## src/sv/mts_divider.sv

```systemverilog
// ----------------------------------------------------------------------------
// mts_divider: pipelined restoring divider
// One quotient bit per stage, NW stages, floor(num / den).
// ----------------------------------------------------------------------------
module mts_divider #(
  parameter int NW = 16,
  parameter int DW = 8
) (
  input  logic          clk,
  input  logic [NW-1:0] load,
  input  logic [NW-1:0] num,
  input  logic [DW-1:0] den,
  output logic [NW-1:0] quo
);

  logic [DW-1:0] rem      [NW];
  logic [NW-1:0] nq       [NW];   // dividend bits shift out, quotient bits in
  logic [DW-1:0] rem_next [NW];
  logic [NW-1:0] nq_next  [NW];

  always_comb begin
    logic [DW-1:0] r_in;
    logic [NW-1:0] n_in;
    logic [DW:0]   t;
    for (int k = 0; k < NW; k++) begin
      if (k == 0) begin
        r_in = '0;
        n_in = num;
      end else begin
        r_in = rem[k-1];
        n_in = nq[k-1];
      end
      t = {r_in, n_in[NW-1]};
      if (t >= {1'b0, den}) begin
        rem_next[k] = DW'(t - {1'b0, den});
        nq_next[k]  = {n_in[NW-2:0], 1'b1};
      end else begin
        rem_next[k] = t[DW-1:0];
        nq_next[k]  = {n_in[NW-2:0], 1'b0};
      end
    end
  end

  always_ff @(posedge clk) begin
    for (int k = 0; k < NW; k++) begin
      if (load[k]) begin
        rem[k] <= rem_next[k];
        nq[k]  <= nq_next[k];
      end
    end
  end

  assign quo = nq[NW-1];

endmodule

```

## config.mk

```make
export PLATFORM = sky130hd
export DESIGN_NAME = mts_divider
export DESIGN_NICKNAME = d
export VERILOG_FILES = /design/src/sv/mts_divider.sv
export SDC_FILE = /design/constraint.sdc
export NUM_CORES = 1
export LEC_CHECK = 0
export ABC_AREA = 0
export BUFFER_PORTS_ARGS = -buffer_cell sky130_fd_sc_hd__buf_2
export CORE_MARGIN = 2
export CORE_UTILIZATION = 40
export CTS_BUF_LIST = sky130_fd_sc_hd__clkbuf_2
export CTS_CLUSTER_DIAMETER = 50
export CTS_CLUSTER_SIZE = 24
export DETAILED_ROUTE_END_ITERATION = 7
export SLEW_MARGIN = 20
export SYNTH_ARGS = -nofsm -noshare
export SYNTH_HDL_FRONTEND = slang
export SYNTH_SLANG_ARGS = --single-unit
```

## constraint.sdc

```tcl
create_clock -name clk -period 4.4 [get_ports clk]
set_input_delay 0.44 -clock clk [delete_from_list [all_inputs] [get_ports clk]]
set_output_delay 0.44 -clock clk [all_outputs]
set_load 0.05 [all_outputs]
```

* Yosys cells after proc, flatten, opt, wreduce, memory -nomap -nowiden
Memories as Yosys holds them, arrays and structs flattened.
Index checks and enable logic that the tools add are counted.
** Word-level totals
- Register bits after elaboration :: 0
- RAM bits :: 384
- Input port bits :: 41
- Output and inout bits :: 16
- Memories kept :: 2
** Memory list
- nq :: depth 16, width 16, read ports 16, clocked after Yosys merged registers in 0, write ports 16, line 17 : logic [NW-1:0] nq [NW];
- rem :: depth 16, width 8, read ports 15, clocked after Yosys merged registers in 0, write ports 16, line 16 : logic [DW-1:0] rem [NW];
** Operators by class
- Add/sub/neg operators :: 16
- Order comparisons :: 16
- Muxes and demuxes :: 64
** Operator list (count)
- $ge 9x8->1 :: 15
- $mux 8 :: 16
- $sub 8x8->8 :: 15
- $mux 1 :: 48
- $ge 1x8->1 :: 1
- $sub 1x8->8 :: 1

* Depth between registers and ports, before layout
- Word-level depth :: 2
- Depth in mapped cells :: 9
- Depth with buffers taken out :: 8

* Worst setup path before layout
Ideal clock, no wire load.
- Path type :: input -> register
- From :: input den[1]
- To :: memory rem[5][2], in the netlist rem[0][42] (data pin)
- Library setup time :: 0.260 ns
- Arrival time :: 2.601 ns
- Required time :: 4.140 ns
- Slack :: 1.539 ns
- Stages on the path :: 7
- Path buffers :: 0
- Cells stage by stage :: inv_1 ha_1 nor2b_4 o2111ai_1 a31oi_1 a2111oi_4 mux2_4
** RTL lines
- start: declaration :: line 12 : input logic [DW-1:0] den,
- end: declaration :: line 16

==> metrics <==
status completed; Yosys cell types 56; Sw Ratio 33.9%; crit-path max cell delay 0.74 ns; HP Start den[6]; CP max FO 12; Core Rows 77; initial antenna violation count 1; r2r startpoint rem[0][32]; sequential area share after synthesis 63.6%; Yosys warnings 0; CP Cell Sequence dlygate4sd3_1, buf_2, inv_1, ha_1, and3_1, nand3_1, a31oi_1, a2111oi_4, mux2_4; syn_nets 1426; Wirelength per Cell 16.5 um; Detailed Route Iter0 Violations 803; CP Data Arrival Time 3.52 ns; share of cells above drive strength 1 14.0%; Synth Area in Simple Gates 7.05%; Hold EP rem[0][2]; minimum clock period 2.85 ns; number of global-route vias before repair 10221; TritonCTS clock tree built; M3 GR Usage 2.31%; maximum capacitance violations 0; Power, Total 0.0108 W; Clock transition at path regs 0.35 ns; Setup crit end kind flop; Sw Pwr 0.00367 W; Startpoint Class input pin; root buf cell clkbuf_2; pin count of the biggest net entering global routing 25; first-pass GRT wire length 53100 um; Routed Antenna Nets 0; clk buf depth 3; Final HPWL DP 22900 um; DRC violations left 0; H-tree depth 2; Synth Area per Inst 14.2 sq um; drt total wl 33100 um; NumNets Final 1557; DR vias 10291; final hold viol count 0; met2 usage 24.9%; ys async rst share 0%; Buffers on Ports 56; Slew headroom 35.0%; LEAKAGE 7.38 nW; Gate power share 35.3%; #FFs+latches synth 376; maximum vdd drop 0.339 mV; met1 usage 18.5%; core area 44000 sq um; XOR/XNOR Fraction of Synth Area 2.07%; Slew @ Worst Pin 0.973 ns; vias per cell 5.14; IO Count 57; final setup fails 0; Post-Syn Instances 1249; cells on worst reg2reg path 6; Starting Density 40.3%; fmax 351 MHz; ys flop type edfxtp_1; GPL Wtd Cong 0.817; sequential power share 48.0%; # Post-CTS Setup Buffers 0; Adder-Cell Fraction of Synth Area 10.2%; Fin Clk Skew 0.177 ns; post-CTS sizing 0; RSZ-0062 raised after global routing false; Hold WC Path Type in2reg; Post-synth EDFFs 376; CTS sink count 376; Remaining Overflow, GRT 0; die extent in x 215 um; WHS Path Cells 5; clock power share 16.7%; setup TNS 0 ns; fin crit share 64.7%; Compound-Gate Fraction of Synth Area 11.0%; clock latency on the worst-skew pair 1.06 ns; Post-Synthesis Cell Area 17800 sq um; multiplexer area fraction after synthesis 3.89%; Power Density 549 nW/um^2; gr usage total 14.6%; Layout area overhead 11.0%; busiest layer in global routing met2; crit path max-delay cell type a2111oi_4; max-slew violations 0; Worst R2R End rem[0][45]; Die ar. 46100 sq um; DRT Pass-1 Iters 6; cell-internal power 0.00715 W; fill count 3968; setup slack, reg-to-reg 1.67 ns; CP required 5.07 ns; CTS Buf Count 36; WS Path Type in2reg; main combinational cell family by area after synthesis compound AO/OA/AOI/OAI gates; Die H 215 um
[routing by layer]
| layer | routed length (um) | vias up |
|---|---|---|
| met5 | 0 | - |
| met4 | 1090 | 0 |
| met3 | 1350 | 64 |
| met2 | 16100 | 204 |
| met1 | 14500 | 4950 |
| li1 | - | 5073 |
[power by group through the flow]
stage	Combinational, W	Sequential (W)	Clock (W)
CTS	0.00381	0.00520	0.00192
global placement	0.00366	0.00528	0
detailed placement	0.00376	0.00528	0
finish	0.00382	0.00519	0.00181
floorplan	0.00296	0.00512	0
global route	0.00431	0.00526	0.00204
[cells in the final DEF, fill, tap and decap left out, drive strengths merged, types with 12 or more instances in the layout]
cell type    count
nor3            13
o31ai           12
xor2            17
nand3           25
and2            13
nand2           65
mux2i           21
a21oi           74
a211oi          13
nor2b           21
nor2            42
inv             79
nand2b          19
xnor2           25
a21o            26
clkbuf          38
edfxtp         376
buf             70
o21a            23
o21ai           92
dlygate4sd3     47
mux2            41
ha             122
fa              14
[metrics by stage]
stage | instances | utilization [%] | instance area [sq um] | hold slack [ns] | worst slack, ns
2_1_floorplan | 1249 | - | 17800 | 0.400 | 1.54
3_3_place_gp | 1887 | 42.5 | 18700 | 0.400 | 1.14
3_5_place_dp | 1887 | 42.5 | 18700 | 0.405 | 1.12
4_1_cts | 2000 | 44.8 | 19700 | 0.105 | 1.67
5_1_grt | 2001 | 44.8 | 19700 | 0.154 | 1.48
6_report | 2001 | 44.8 | 19700 | 0.241 | 1.55
[what timing repair did]
| item | in CTS | in global routing |
|---|---|---|
| hold endpoints to repair | 398 | 0 |
| hold buffers | 47 | 0 |
| setup endpoints to repair | 0 | 0 |
[cell usage after synthesis (8+ instances only)]
cell	number	area share, %
a21oi_1	71	2.0
mux2i_1	21	1.2
nand2_1	65	1.4
nand2b_1	19	0.67
buf_4	16	0.68
fa_1	14	1.6
and3_1	8	0.28
xnor2_1	25	1.2
o31a_1	8	0.39
edfxtp_1	376	64
xor2_1	17	0.84
and2_1	13	0.46
ha_1	122	8.6
nor2b_1	20	0.70
o21a_1	23	0.97
a211oi_1	13	0.55
a21o_1	26	1.1
inv_1	65	1.4
clkbuf_1	8	0.17
nor2_1	42	0.89
nand3_1	25	0.70
o31ai_1	12	0.51
mux2_2	36	2.3
nor3_1	13	0.37
o21ai_0	90	2.5
[critical path, delay by kind of cell]
kind                     cells  cell delay, ns
buffers and inverters        3            1.19
adder cells (fa/ha/maj)      1            0.40
AND/OR/NAND/NOR              2            0.26
multiplexers                 1            0.35
AO/OA/AOI/OAI                2            0.86
[sequential cells by signal, indices dropped and copies added (netlist names)]
name,count
nq,256
rem,120
[worst max-delay path by stage]
stage                     startpoint    endpoint  depth (start not counted)  slack, ns
final                         den[2]  rem[0][45]                          9       1.55
after global routing          den[2]  rem[0][45]                          9       1.48
after CTS                     den[2]  rem[0][45]                          9       1.67
after detailed placement      den[5]  rem[0][45]                          7       1.12
after global placement        den[5]  rem[0][45]                          7       1.14
after floorplan               den[1]  rem[0][42]                          7       1.54
[cell type report]
type                            instances  area (sq um)  area share (%)
Antenna cell                            1          2.50          0.0127
Clock buffer                           38           190           0.965
Clock inverter                         28           322            1.63
Inverter                               66           248            1.26
Multi-Input combinational cell        783          6070            30.8
Sequential cell                       376         11300            57.3
Tap cell                              592           741            3.76
Timing Repair Buffer                  117           856            4.34
[kinds of logic (layout without fill, tap and decap cells)]
family	count (synthesis)	after routing
XOR/XNOR	42	42
multiplexers	62	62
other	0	1
buffers and inverters	90	249
AND/OR/NAND/NOR	243	243
flip-flops	376	376
AO/OA/AOI/OAI	300	300
adder cells (fa/ha/maj)	136	136
Note: power is estimated with default switching activity, not from simulation.
