## src/sv/mts_sqrt.sv

```systemverilog
// ----------------------------------------------------------------------------
// mts_sqrt: pipelined integer square root
// Digit-by-digit method, one root bit per stage, floor(sqrt(num)).
// ----------------------------------------------------------------------------
module mts_sqrt #(
  parameter int NW = 16   // even
) (
  input  logic              clk,
  input  logic [NW/2-1:0]   load,
  input  logic [NW-1:0]     num,
  output logic [NW/2-1:0]   root_out
);

  localparam int RTW = NW / 2;
  localparam int RB  = RTW + 1;

  logic [NW-1:0]  nsh       [RTW];
  logic [RB-1:0]  rem       [RTW];
  logic [RTW-1:0] root      [RTW];
  logic [NW-1:0]  nsh_next  [RTW];
  logic [RB-1:0]  rem_next  [RTW];
  logic [RTW-1:0] root_next [RTW];

  always_comb begin
    logic [NW-1:0]  n_in;
    logic [RB-1:0]  r_in;
    logic [RTW-1:0] rt_in;
    logic [RB+1:0]  t;
    logic [RB+1:0]  trial;
    for (int k = 0; k < RTW; k++) begin
      if (k == 0) begin
        n_in  = num;
        r_in  = '0;
        rt_in = '0;
      end else begin
        n_in  = nsh[k-1];
        r_in  = rem[k-1];
        rt_in = root[k-1];
      end
      t     = {r_in, n_in[NW-1:NW-2]};
      trial = (RB+2)'({rt_in, 2'b01});
      nsh_next[k] = {n_in[NW-3:0], 2'b00};
      if (t >= trial) begin
        rem_next[k]  = RB'(t - trial);
        root_next[k] = {rt_in[RTW-2:0], 1'b1};
      end else begin
        rem_next[k]  = t[RB-1:0];
        root_next[k] = {rt_in[RTW-2:0], 1'b0};
      end
    end
  end

  always_ff @(posedge clk) begin
    for (int k = 0; k < RTW; k++) begin
      if (load[k]) begin
        nsh[k]  <= nsh_next[k];
        rem[k]  <= rem_next[k];
        root[k] <= root_next[k];
      end
    end
  end

  assign root_out = root[RTW-1];

endmodule

```

## config.mk

```make
export PLATFORM = sky130hd
export DESIGN_NAME = mts_sqrt
export DESIGN_NICKNAME = d
export VERILOG_FILES = /design/src/sv/mts_sqrt.sv
export SDC_FILE = /design/constraint.sdc
export NUM_CORES = 1
export LEC_CHECK = 0
export ABC_AREA = 1
export ABC_CLOCK_PERIOD_IN_PS = 3900
export BUFFER_PORTS_ARGS = -buffer_cell sky130_fd_sc_hd__buf_2
export CAP_MARGIN = 25
export CORE_MARGIN = 3
export CORE_UTILIZATION = 66
export CTS_CLUSTER_SIZE = 10
export DETAILED_ROUTE_END_ITERATION = 6
export HOLD_SLACK_MARGIN = 0.15
export PLACE_DENSITY = 0.95
export SLEW_MARGIN = 15
export SYNTH_ARGS = -nofsm -noshare
export SYNTH_HDL_FRONTEND = slang
export SYNTH_SLANG_ARGS = --single-unit
```

## constraint.sdc

```tcl
create_clock -name clk -period 3.9 [get_ports clk]
set_clock_uncertainty 0.15 [all_clocks]
set_input_delay 0.585 -clock clk [delete_from_list [all_inputs] [get_ports clk]]
set_output_delay 0.585 -clock clk [all_outputs]
set_load 0.01 [all_outputs]
```

# Word-level counts from Yosys, hierarchy flattened

Memory sizes are Yosys's and may differ from the RTL's.
Index checks and enable logic that the tools add are counted.

Register bits: 0
Latch bits: 0
Bits in writable memories: 248
Bits in read-only memories: 0
Input port bits: 25
Output and inout bits: 8
Word-level logic and storage cells: 51
Memories: 3

Memories:

| memory | words | bits a word | read ports | clocked after memory_dff | write ports | RTL line | text |
|---|---|---|---|---|---|---|---|
| nsh    | 8     | 14          | 7          | 0                        | 8           | 17       | `logic [NW-1:0] nsh [RTW];` |
| rem    | 8     | 9           | 7          | 0                        | 8           | 18       | `logic [RB-1:0] rem [RTW];` |
| root   | 8     | 8           | 8          | 0                        | 8           | 19       | `logic [RTW-1:0] root [RTW];` |

Add/sub/neg operators: 8
$mul: 0
Div/mod/pow operators: 0
Order comparisons: 8
Equal/unequal tests: 0
Shifts and indexed selects: 0
Muxes and demuxes: 32
Bitwise operators: 0
Reductions and logical operators: 0

Operator list:

| kind                                                                                 | count |
|---|---|
| 11-bit by 10-bit greater-or-equal comparator with 1-bit output                       | 7 |
| 9-bit two-way mux                                                                    | 8 |
| 9-bit subtractor                                                                     | 7 |
| 1-bit two-way mux                                                                    | 24 |
| 2-bit by 1-bit subtractor with 3-bit output (second input constant)                  | 1 |
| 2-bit by 1-bit greater-or-equal comparator with 1-bit output (second input constant) | 1 |

# Longest topological paths before layout

Gate-level depths: netlist of run 1.
An unclocked memory read counts as a cell.

Depth after elaboration: 3
Gate-level depth with buffers: 12
Mapped depth without buffers: 12

# Worst setup path after synthesis of run 1

OpenSTA, ideal clock, no wires.

Path type: register to register
From: mem rem[3][2] in the netlist's numbering
To: mem rem[4][4] in the netlist's numbering, data pin
Library setup time: 0.257 ns
Arrival: 1.413 ns
Required time: 3.493 ns
Path slack: 2.080 ns
Stages on the path, launching flop included: 9
Buffers on the path: 1
Clock period less this slack: 1.820 ns
Cell sequence: edfxtp_1 > ha_1 > nand2_2 > nand2_2 > a21oi_2 > nand2_2 > nor2_4 > buf_6 > o21ai_2

RTL lines:

| element     | RTL line |
|---|---|
| from (decl) | 18 |

==> results of run 1 <==
[state kept, by name, summed over array words and instances (netlist names)]
register and flops:
nsh 56, rem 57, root 36
[layout by cell type (no fill, tap or decap), drive strengths merged]
cell type and count:
nand2 211, edfxtp 149, inv 141, nand3 44, ha 41, nor2 34
buf 32, a21oi 27, clkbuf 17, o21ai 17, dlygate4sd3 14, xor2 10
nand4 9, clkinv 6, xnor2 5, or2 5, nor3 5, nand3b 3
o211ai 2, and2 1, a21boi 1, a31oi 1, bufinv 1, conb 1
[routing by layer]
layer / vias to the layer above / global-route usage, %
li1: 2426 / -
met1: 2359 / 28.1
met2: 209 / 43.9
met3: 45 / 7.12
met4: 0 / 9.98
met5: - / 0
[cells by family after synthesis]
logic type	after synthesis
buffers and inverters	142
adder cells (fa/ha/maj)	41
other	1
XOR/XNOR	15
flip-flops	149
AO/OA/AOI/OAI	48
AND/OR/NAND/NOR	312
[final cells by class]
class	count	area [sq um]	share of cell area, %
Clock buffer	17	414	4.96
Clock inverter	15	161	1.93
Inverter	133	502	6.01
Multi-Input combinational cell	417	2330	27.9
Sequential cell	149	4470	53.6
Tap cell	136	170	2.04
Timing Repair Buffer	46	300	3.60
[power by group]
group,internal (mW),switching [mW],total (mW)
Sequential,1.96,0.0797,2.04
Clock,0.877,0.690,1.57
Combinational,0.242,0.434,0.676
Total,3.08,1.20,4.28
[worst paths after layout]
| path | startpoint | to | depth (start not counted) |
|---|---|---|---|
| max | rem[5][0] | rem[6][6] | 9 |
| min | num[14] | root[0][0] | 2 |
| max reg2reg | rem[5][0] | rem[6][6] | 9 |
| min reg2reg | nsh[4][10] | nsh[5][12] | 0 |
[worst reg2reg max path: cells and delay by family, from the launching register on]
family	cells	cell delay, ns
AOI/OAI and AO/OA	1	0.17
DFF	1	0.42
adders and majority gates	1	0.42
and+or+nand+nor	7	0.72
==> impl_metrics.yaml, run 1 <==
clock_network:
  clkSinkCount: 149
  cts_resized: 0
  cts_buffer_depth: 2
  post_cts_buffers: 0
  tritoncts: "done"
  cts.reportedPaths.clkPinSlew_ns: 0.07
  cts_hold_buf: 14
  cts-htree-levels: 4
  root_buffer: "clkbuf_8"
  cts_buffers: 17
  worstSkewPairLatency_ns: 0.53
logic_synthesis:
  synth_top_family_by_area: "simple AND/OR/NAND/NOR gates"
  netlist_top_cells_count: "nand2_1 (200), edfxtp_1 (149), inv_1 (115)"
  synth_largest_area_cell: "edfxtp_1"
  synth_ff_type: "edfxtp_1"
  synth_top_area_share_pct: 60.7
  avgSynthCellArea_sq_um: 10.4
  synthXorXnorAreaFrac_pct: 1.78
  netlist_area_sq_um: 7380
  synthTopCellsByArea: "edfxtp_1 (61%), nand2_1 (10%), ha_1 (7.0%)"
  synthCells: 708
  muxShareOfSynthArea_pct: 0
  yosysSeqAreaShare_pct: 60.7
  syn_nets: 774
  synth-seq-cells: 149
  synth-simple-area-share_pct: 18.9
  synth.distinct_cells: 36
  synth_edf_count: 149
  async_flop_share_pct: 0
  yosys_warnings: 0
  yosysMostFrequentCell: "nand2_1"
  synth_fa_ha_area_share_pct: 6.95
  synth_compound_area_share_pct: 3.88
detailed_routing:
  wl_met2_um: 7610
  wl_per_cell_um: 15.7
  wl_met1_um: 5510
  first_iter_violations: 355
  viasPerCell: 5.52
  vias: 5039
  wl_um: 14400
  detail-route-antenna-nets: 0
  top_layer: "met4"
  post-route-drc-count: 0
  dr_wl_met3_um: 848
  drt-pass1-iter-count: 5
placement:
  dpl_cell_area_sq_um: 7640
  io_buffers: 32
  gp_congestion: 0.921
  post-place-ws_ns: 1.84
  dpl.hpwl_um: 9990
  dp.cells: 867
timing:
  rsz0062_at_grt: "no"
  fin_ws_ns: 1.77
  finalSetupViolCount: 0
  fmax_mhz: 470
  fin_crit_ns: 2.13
  worstMarginPinSlew_ns: 0.513
  drv_slew: 0
  hold_slack_ns: 0.197
  fin_crit_sh_pct: 54.5
  slew_headroom_pct: 65.8
  final.setup.tns_ns: 0
  hold_viol_final: 0
global_routing:
  grt_overflow: 0
  grt_pass1_wl_um: 24300
  antenna_found_initial: 0
  grt_pass1_vias: 5203
  grt.total_usage_pct: 24.7
  grt_max_degree: 24
job:
  cap_violations: 0
cells_and_area:
  fillers: 573
  drive_above_1_share_pct: 15.2
  nNetsFinal: 830
  utilization_pct: 78.8
  area_growth_pct: 13.2
  design_area_sq_um: 8350
  fin_cells: 913
  diodes: 0
power:
  p_per_area_nw_per_um2: 513
  power_mw: 4.28
  ir_drop_v: 0.000355
  p_leak_nw: 3.84
setup_path:
  path_common_cell: "nand2_1"
  cp.arrival_ns: 2.25
  rrSetupSlack_ns: 1.77
  max_stage_delay_ns: 0.42
  end_kind: "register"
  path_buf_inv: 0
  cpMaxStageDelayCell: "edfxtp_1"
  required_ns: 4.02
  criticalPathCategory: "register to register"
  crit_chain: "ha_1 -> a21oi_1 -> nand2_1 -> nand2_1 -> nand2_1 -> nand2_4 -> nand2_4 -> nand2_1 -> nand2_1"
  cp_max_fo: 9
  crit_family: "simple AND/OR/NAND/NOR gates"
  start_kind: "register"
run_status:
  status: "complete, no violations"
die:
  pin_count: 33
  core-area_sq_um: 10600
  die-area_sq_um: 12500
  num_rows: 37
  die_x_um: 112
  start_util_pct: 69.6
  die_h_um: 112
min_path:
  min_path_type: "primary input to register"
Note: power is estimated with default switching activity, not from simulation.
==> inputs of run 2 (changes only) <==
Settings changed: ABC_AREA 1 to 0, ABC_CLOCK_PERIOD_IN_PS 3900 to 2170, CORE_UTILIZATION 66 to 61, PLACE_DENSITY 0.95 to 0.89.
Clock period 3.9 ns to 2.17 ns, I/O delays scaled along.
==> run 2 against run 1 <==
The flow now finishes with violations (negative setup slack); register-to-register slack worse by 2.0 ns; via count shrank 8.4%; clock power rose by 73%; non-clock buffer count rose by 58; critical path type unchanged; largest power group unchanged.
==> impl_metrics.yaml, run 2 <==
run_status:
  status: "complete, but fails checks"
  violations: "negative setup slack"
timing:
  fin_crit_ns: 2.37
  rsz0062_at_grt: "yes"
  hold_slack_ns: 0.268
  fin_crit_sh_pct: 109
  drv_slew: 0
  hold_viol_final: 0
  slew_headroom_pct: 62.3
  worstMarginPinSlew_ns: 0.566
  finalSetupViolCount: 19
  fmax_mhz: 422
  fin_ws_ns: -0.197
detailed_routing:
  detail-route-antenna-nets: 0
  wl_per_cell_um: 20.8
  wl_um: 15800
  first_iter_violations: 484
  viasPerCell: 6.07
  post-route-drc-count: 0
  drt-pass1-iter-count: 5
  vias: 4617
power:
  p_per_area_nw_per_um2: 899
  ir_drop_v: 0.000794
  p_leak_nw: 3.31
  power_mw: 7.75
logic_synthesis:
  yosys_warnings: 0
  synth_ff_type: "edfxtp_1"
  synth.distinct_cells: 50
  syn_nets: 568
  yosysSeqAreaShare_pct: 65.7
  synthCells: 502
  netlist_area_sq_um: 6810
  avgSynthCellArea_sq_um: 13.6
  async_flop_share_pct: 0
  synthTopCellsByArea: "edfxtp_1 (66%), ha_1 (7.5%), inv_1 (2.9%)"
  yosysMostFrequentCell: "edfxtp_1"
  netlist_top_cells_count: "edfxtp_1 (149), inv_1 (53), ha_1 (41)"
  synth_top_area_share_pct: 65.7
  synth_edf_count: 149
  synth-seq-cells: 149
  synth_largest_area_cell: "edfxtp_1"
global_routing:
  grt.total_usage_pct: 23.4
  grt_pass1_wl_um: 22600
  grt_overflow: 0
  antenna_found_initial: 0
  grt_pass1_vias: 4752
  grt_max_degree: 24
setup_path:
  ff2ff_path_depth: 9
  end_kind: "register"
  required_ns: 2.30
  cp_max_fo: 5
  criticalPathCategory: "register to register"
  startpoint: "root[0][17]"
  cp.arrival_ns: 2.49
  r2r-start: "root[0][17]"
  start_kind: "register"
min_path:
  worstHoldStart: "nsh[5][11]"
  min_path_type: "register to register"
  holdPathStages: 0
placement:
  io_buffers: 32
  post-place-ws_ns: -0.164
  gp_congestion: 0.890
  dpl.hpwl_um: 8460
  dp.cells: 680
cells_and_area:
  area_growth_pct: 26.5
  drive_above_1_share_pct: 27.5
  final_cell_mix: "edfxtp_1 (149), inv_1 (52), buf_4 (35)"
  fillers: 482
  layout_commonest_cell: "edfxtp_1"
  multi_input_area_sq_um: 2410
  reg_top3: "rem x57, nsh x56, root x36"
  fin_cells: 761
  regArea_sq_um: 4470
  nNetsFinal: 678
  diodes: 0
  largest_reg_flops: 57
  largest-register: "rem"
clock_network:
  cts_buffers: 17
  cts.reportedPaths.clkPinSlew_ns: 0.07
  cts_buffer_depth: 2
  tritoncts: "done"
  cts-htree-levels: 4
  root_buffer: "clkbuf_8"
  clkSinkCount: 149
  worstSkewPairLatency_ns: 0.54
die:
  die-area_sq_um: 12500
  start_util_pct: 64.3
  die_x_um: 112
  core-area_sq_um: 10600
  num_rows: 37
  die_h_um: 112
  pin_count: 33
job:
  cap_violations: 0
run 2: cell types whose count changed after synthesis, moves of 11 or more:
| cell | previous run | this run |
|---|---|---|
| inv_1 | 115 | 53 |
| inv_2 | 16 | 0 |
| nand2_1 | 200 | 23 |
| nand3_1 | 40 | 6 |
| nor3_1 | 3 | 14 |
| o21ai_0 | 5 | 29 |
run 2: worst paths after layout:
kind                 to  slack, ns
max           rem[3][4]      -0.20
min          nsh[6][13]       0.27
max reg2reg   rem[3][4]      -0.20
min reg2reg  nsh[6][13]       0.27
run 2: kinds of logic (layout without fill, tap and decap cells):
family / after synthesis / in the layout / synth area share (%)
flip-flops: 149 / 149 / 65.7
AO/OA/AOI/OAI: 89 / 89 / 8.52
other: 1 / 1 / 0.0550
AND/OR/NAND/NOR: 119 / 119 / 9.05
multiplexers: 7 / 7 / 1.07
adder cells (fa/ha/maj): 41 / 41 / 7.53
buffers and inverters: 66 / 189 / 4.26
XOR/XNOR: 30 / 30 / 3.86
run 2: metal layers:
| metal | vias up | track usage (%) | part of all wire (%) |
|---|---|---|---|
| met4 | 0 | 13.1 | 5.0 |
| met3 | 74 | 5.27 | 6.1 |
| met5 | - | 0 | 0 |
| li1 | 2060 | - | - |
| met1 | 2216 | 22.5 | 33 |
| met2 | 267 | 45.2 | 56 |
run 2: critical path, cell delays in order (launching register included):
cell and delay [ns]:
edfxtp_1 0.42, inv_1 0.13, ha_4 0.21, o21ai_1 0.25, a21oi_2 0.12, nor3b_4 0.31
buf_4 0.17, buf_6 0.12, a211oi_2 0.05, a21o_1 0.18
run 2: through the flow:
step                setup TNS (ns)  cell area [sq um]  util, %
floorplan                  -0.0307               6810        -
global placement           -0.0201               7230     68.2
detailed placement          -0.608               7230     68.2
CTS                        -0.0988               8220     77.5
global route                 -2.62               8620     81.3
finish                       -1.14               8620     81.3
run 2: power by group:
group	switching (mW)	internal (mW)	leakage, nW	total (mW)
Combinational	0.698	0.622	1.63	1.32
Clock	1.27	1.44	0.252	2.71
Sequential	0.180	3.54	1.43	3.72
run 2: area by class of cell:
cell class	count	share of cell area (%)
repair buffers	104	9.58
clock inverters	14	1.39
clock buffers	18	4.85
multi-input cells	287	28.0
inverters	53	2.31
well taps	136	1.97
flip-flops and latches	149	51.9
run 2: repair_timing:
item / in CTS / in global routing
buffers inserted: 10 / 14
pin swaps: 7 / 13
hold buffers: 25 / 0
endpoints found under the setup margin: 26 / 47
gates cloned: 0 / 1
hold endpoints to repair: 166 / 0
resized for setup: 17 / 66
==> inputs of run 3 (changes only) <==
Settings changed: SETUP_SLACK_MARGIN set to 0.1.
==> run 3 against run 2 <==
The run still ends with negative setup slack left; combinational power increased by 22%; wire length increased by 18%; total power rose by 7.3%; fmax grew 1.5%; critical path depth down 3; flip-flop and latch count is the same; via count rose by 8.4%; clock power increased by 9.6%; first-iteration DRC count fell by 17%; sequential share of layout area is 2.6 points lower; die area unchanged; critical endpoint is now rem[5][4].
==> impl_metrics.yaml, run 3 (synthesis results as in run 2) <==
global_routing:
  grt.total_usage_pct: 25.1
  grt_pass1_wl_um: 24200
  grt_overflow: 0
  grt_pass1_vias: 4949
  grt_max_degree: 24
  antenna_found_initial: 0
die:
  pin_count: 33
  die_h_um: 112
  die-area_sq_um: 12500
  start_util_pct: 64.3
  core-area_sq_um: 10600
  num_rows: 37
  die_x_um: 112
cells_and_area:
  layout_commonest_cell: "edfxtp_1"
  area_growth_pct: 33.3
  fin_cells: 782
  fillers: 399
  final_cell_mix: "edfxtp_1 (149), buf_4 (56), inv_1 (43)"
  diodes: 0
  largest-register: "rem"
  reg_top3: "rem x57, nsh x56, root x36"
  nNetsFinal: 699
  largest_reg_flops: 57
  drive_above_1_share_pct: 35.8
detailed_routing:
  dr_wl_met3_um: 1350
  wl_um: 18600
  wl_met1_um: 6080
  wl_per_cell_um: 23.8
  vias: 5006
  viasPerCell: 6.40
  first_iter_violations: 400
  drt-pass1-iter-count: 7
  wl_met2_um: 9840
  detail-route-antenna-nets: 0
  post-route-drc-count: 0
  top_layer: "met4"
setup_path:
  required_ns: 2.33
  criticalPathCategory: "register to register"
  start_kind: "register"
  r2r-start: "rem[4][4]"
  startpoint: "rem[4][4]"
  end_kind: "register"
  cp_max_fo: 6
  cp.arrival_ns: 2.49
clock_network:
  cts_buffer_depth: 2
  root_buffer: "clkbuf_8"
  tritoncts: "done"
  clkSinkCount: 149
  cts_buffers: 17
  cts.reportedPaths.clkPinSlew_ns: 0.07
  worstSkewPairLatency_ns: 0.54
  cts-htree-levels: 4
power:
  p_per_area_nw_per_um2: 915
  power_mw: 8.31
  ir_drop_v: 0.000626
  p_leak_nw: 3.50
timing:
  finalSetupViolCount: 29
  fin_crit_ns: 2.33
  rsz0062_at_grt: "yes"
  slew_headroom_pct: 65.5
  hold_viol_final: 0
  fmax_mhz: 429
  worstMarginPinSlew_ns: 0.518
  hold_slack_ns: 0.264
  fin_ws_ns: -0.162
  drv_slew: 0
  fin_crit_sh_pct: 107
min_path:
  min_path_type: "register to register"
  worstHoldStart: "nsh[5][10]"
job:
  cap_violations: 0
placement:
  gp_congestion: 0.906
  io_buffers: 32
  dpl.hpwl_um: 8420
  dp.cells: 679
run_status:
  violations: "negative setup slack"
  status: "complete, but fails checks"
-- run 3: cell types whose count changed in the layout (fill, tap and decap cells not counted), sizes merged --
| cell | change |
|---|---|
| buf | +21 |
| clkbuf | +4 |
| bufinv | +3 |
| clkinvlp | -3 |
| inv | -3 |
| clkinv | -1 |
-- run 3: power by group --
| group | switching, mW | total (mW) | internal [mW] |
|---|---|---|---|
| clock network | 1.20 | 2.97 | 1.77 |
| logic | 0.852 | 1.61 | 0.756 |
| registers | 0.194 | 3.73 | 3.54 |
| total | 2.25 | 8.31 | 6.06 |
-- run 3: routing by layer --
metal	vias up	track usage, %
met1	2390	24.3
met4	0	14.8
met2	379	47.9
li1	2105	-
met5	-	0
met3	132	5.60
-- run 3: metrics by stage --
stage / worst slack (ns) / area (sq um) / utilization, % / TNS [ns]
3_3_place_gp: 0.0166 / 7230 / 68.2 / 0
5_1_grt: -0.246 / 9080 / 85.7 / -3.14
2_1_floorplan: -0.00979 / 6830 / - / -0.00979
4_1_cts: -0.109 / 8450 / 79.7 / -0.578
6_report: -0.162 / 9080 / 85.7 / -1.72
3_5_place_dp: -0.125 / 7230 / 68.2 / -0.955
-- run 3: layout make-up --
class,count,area [sq um],area share (%)
flip-flops and latches,149,4470,49.3
multi-input cells,287,2680,29.5
repair buffers,125,978,10.8
clock buffers,22,433,4.77
inverters,53,201,2.22
well taps,136,170,1.87
clock inverters,10,146,1.61
-- run 3: timing repair --
item,CTS,global route
resized for setup,49,96
buffers inserted,14,32
setup endpoints to repair,44,52
hold buffers,25,0
pin swaps,15,28
endpoints found under the hold margin,166,0
-- run 3: final timing paths --
check | slack (ns) | end | depth (start not counted)
hold / removal | 0.26 | nsh[6][12] | 0
setup reg to reg | -0.16 | rem[5][4] | 6
setup / recovery | -0.16 | rem[5][4] | 6
hold reg to reg | 0.26 | nsh[6][12] | 0
-- run 3: worst max-delay path: stages, from the launching register on --
cell	delay, ns
edfxtp_1	0.42
ha_1	0.41
nand4_1	0.24
nor2_2	0.27
a211oi_4	0.12
buf_6	0.14
o31ai_1	0.36
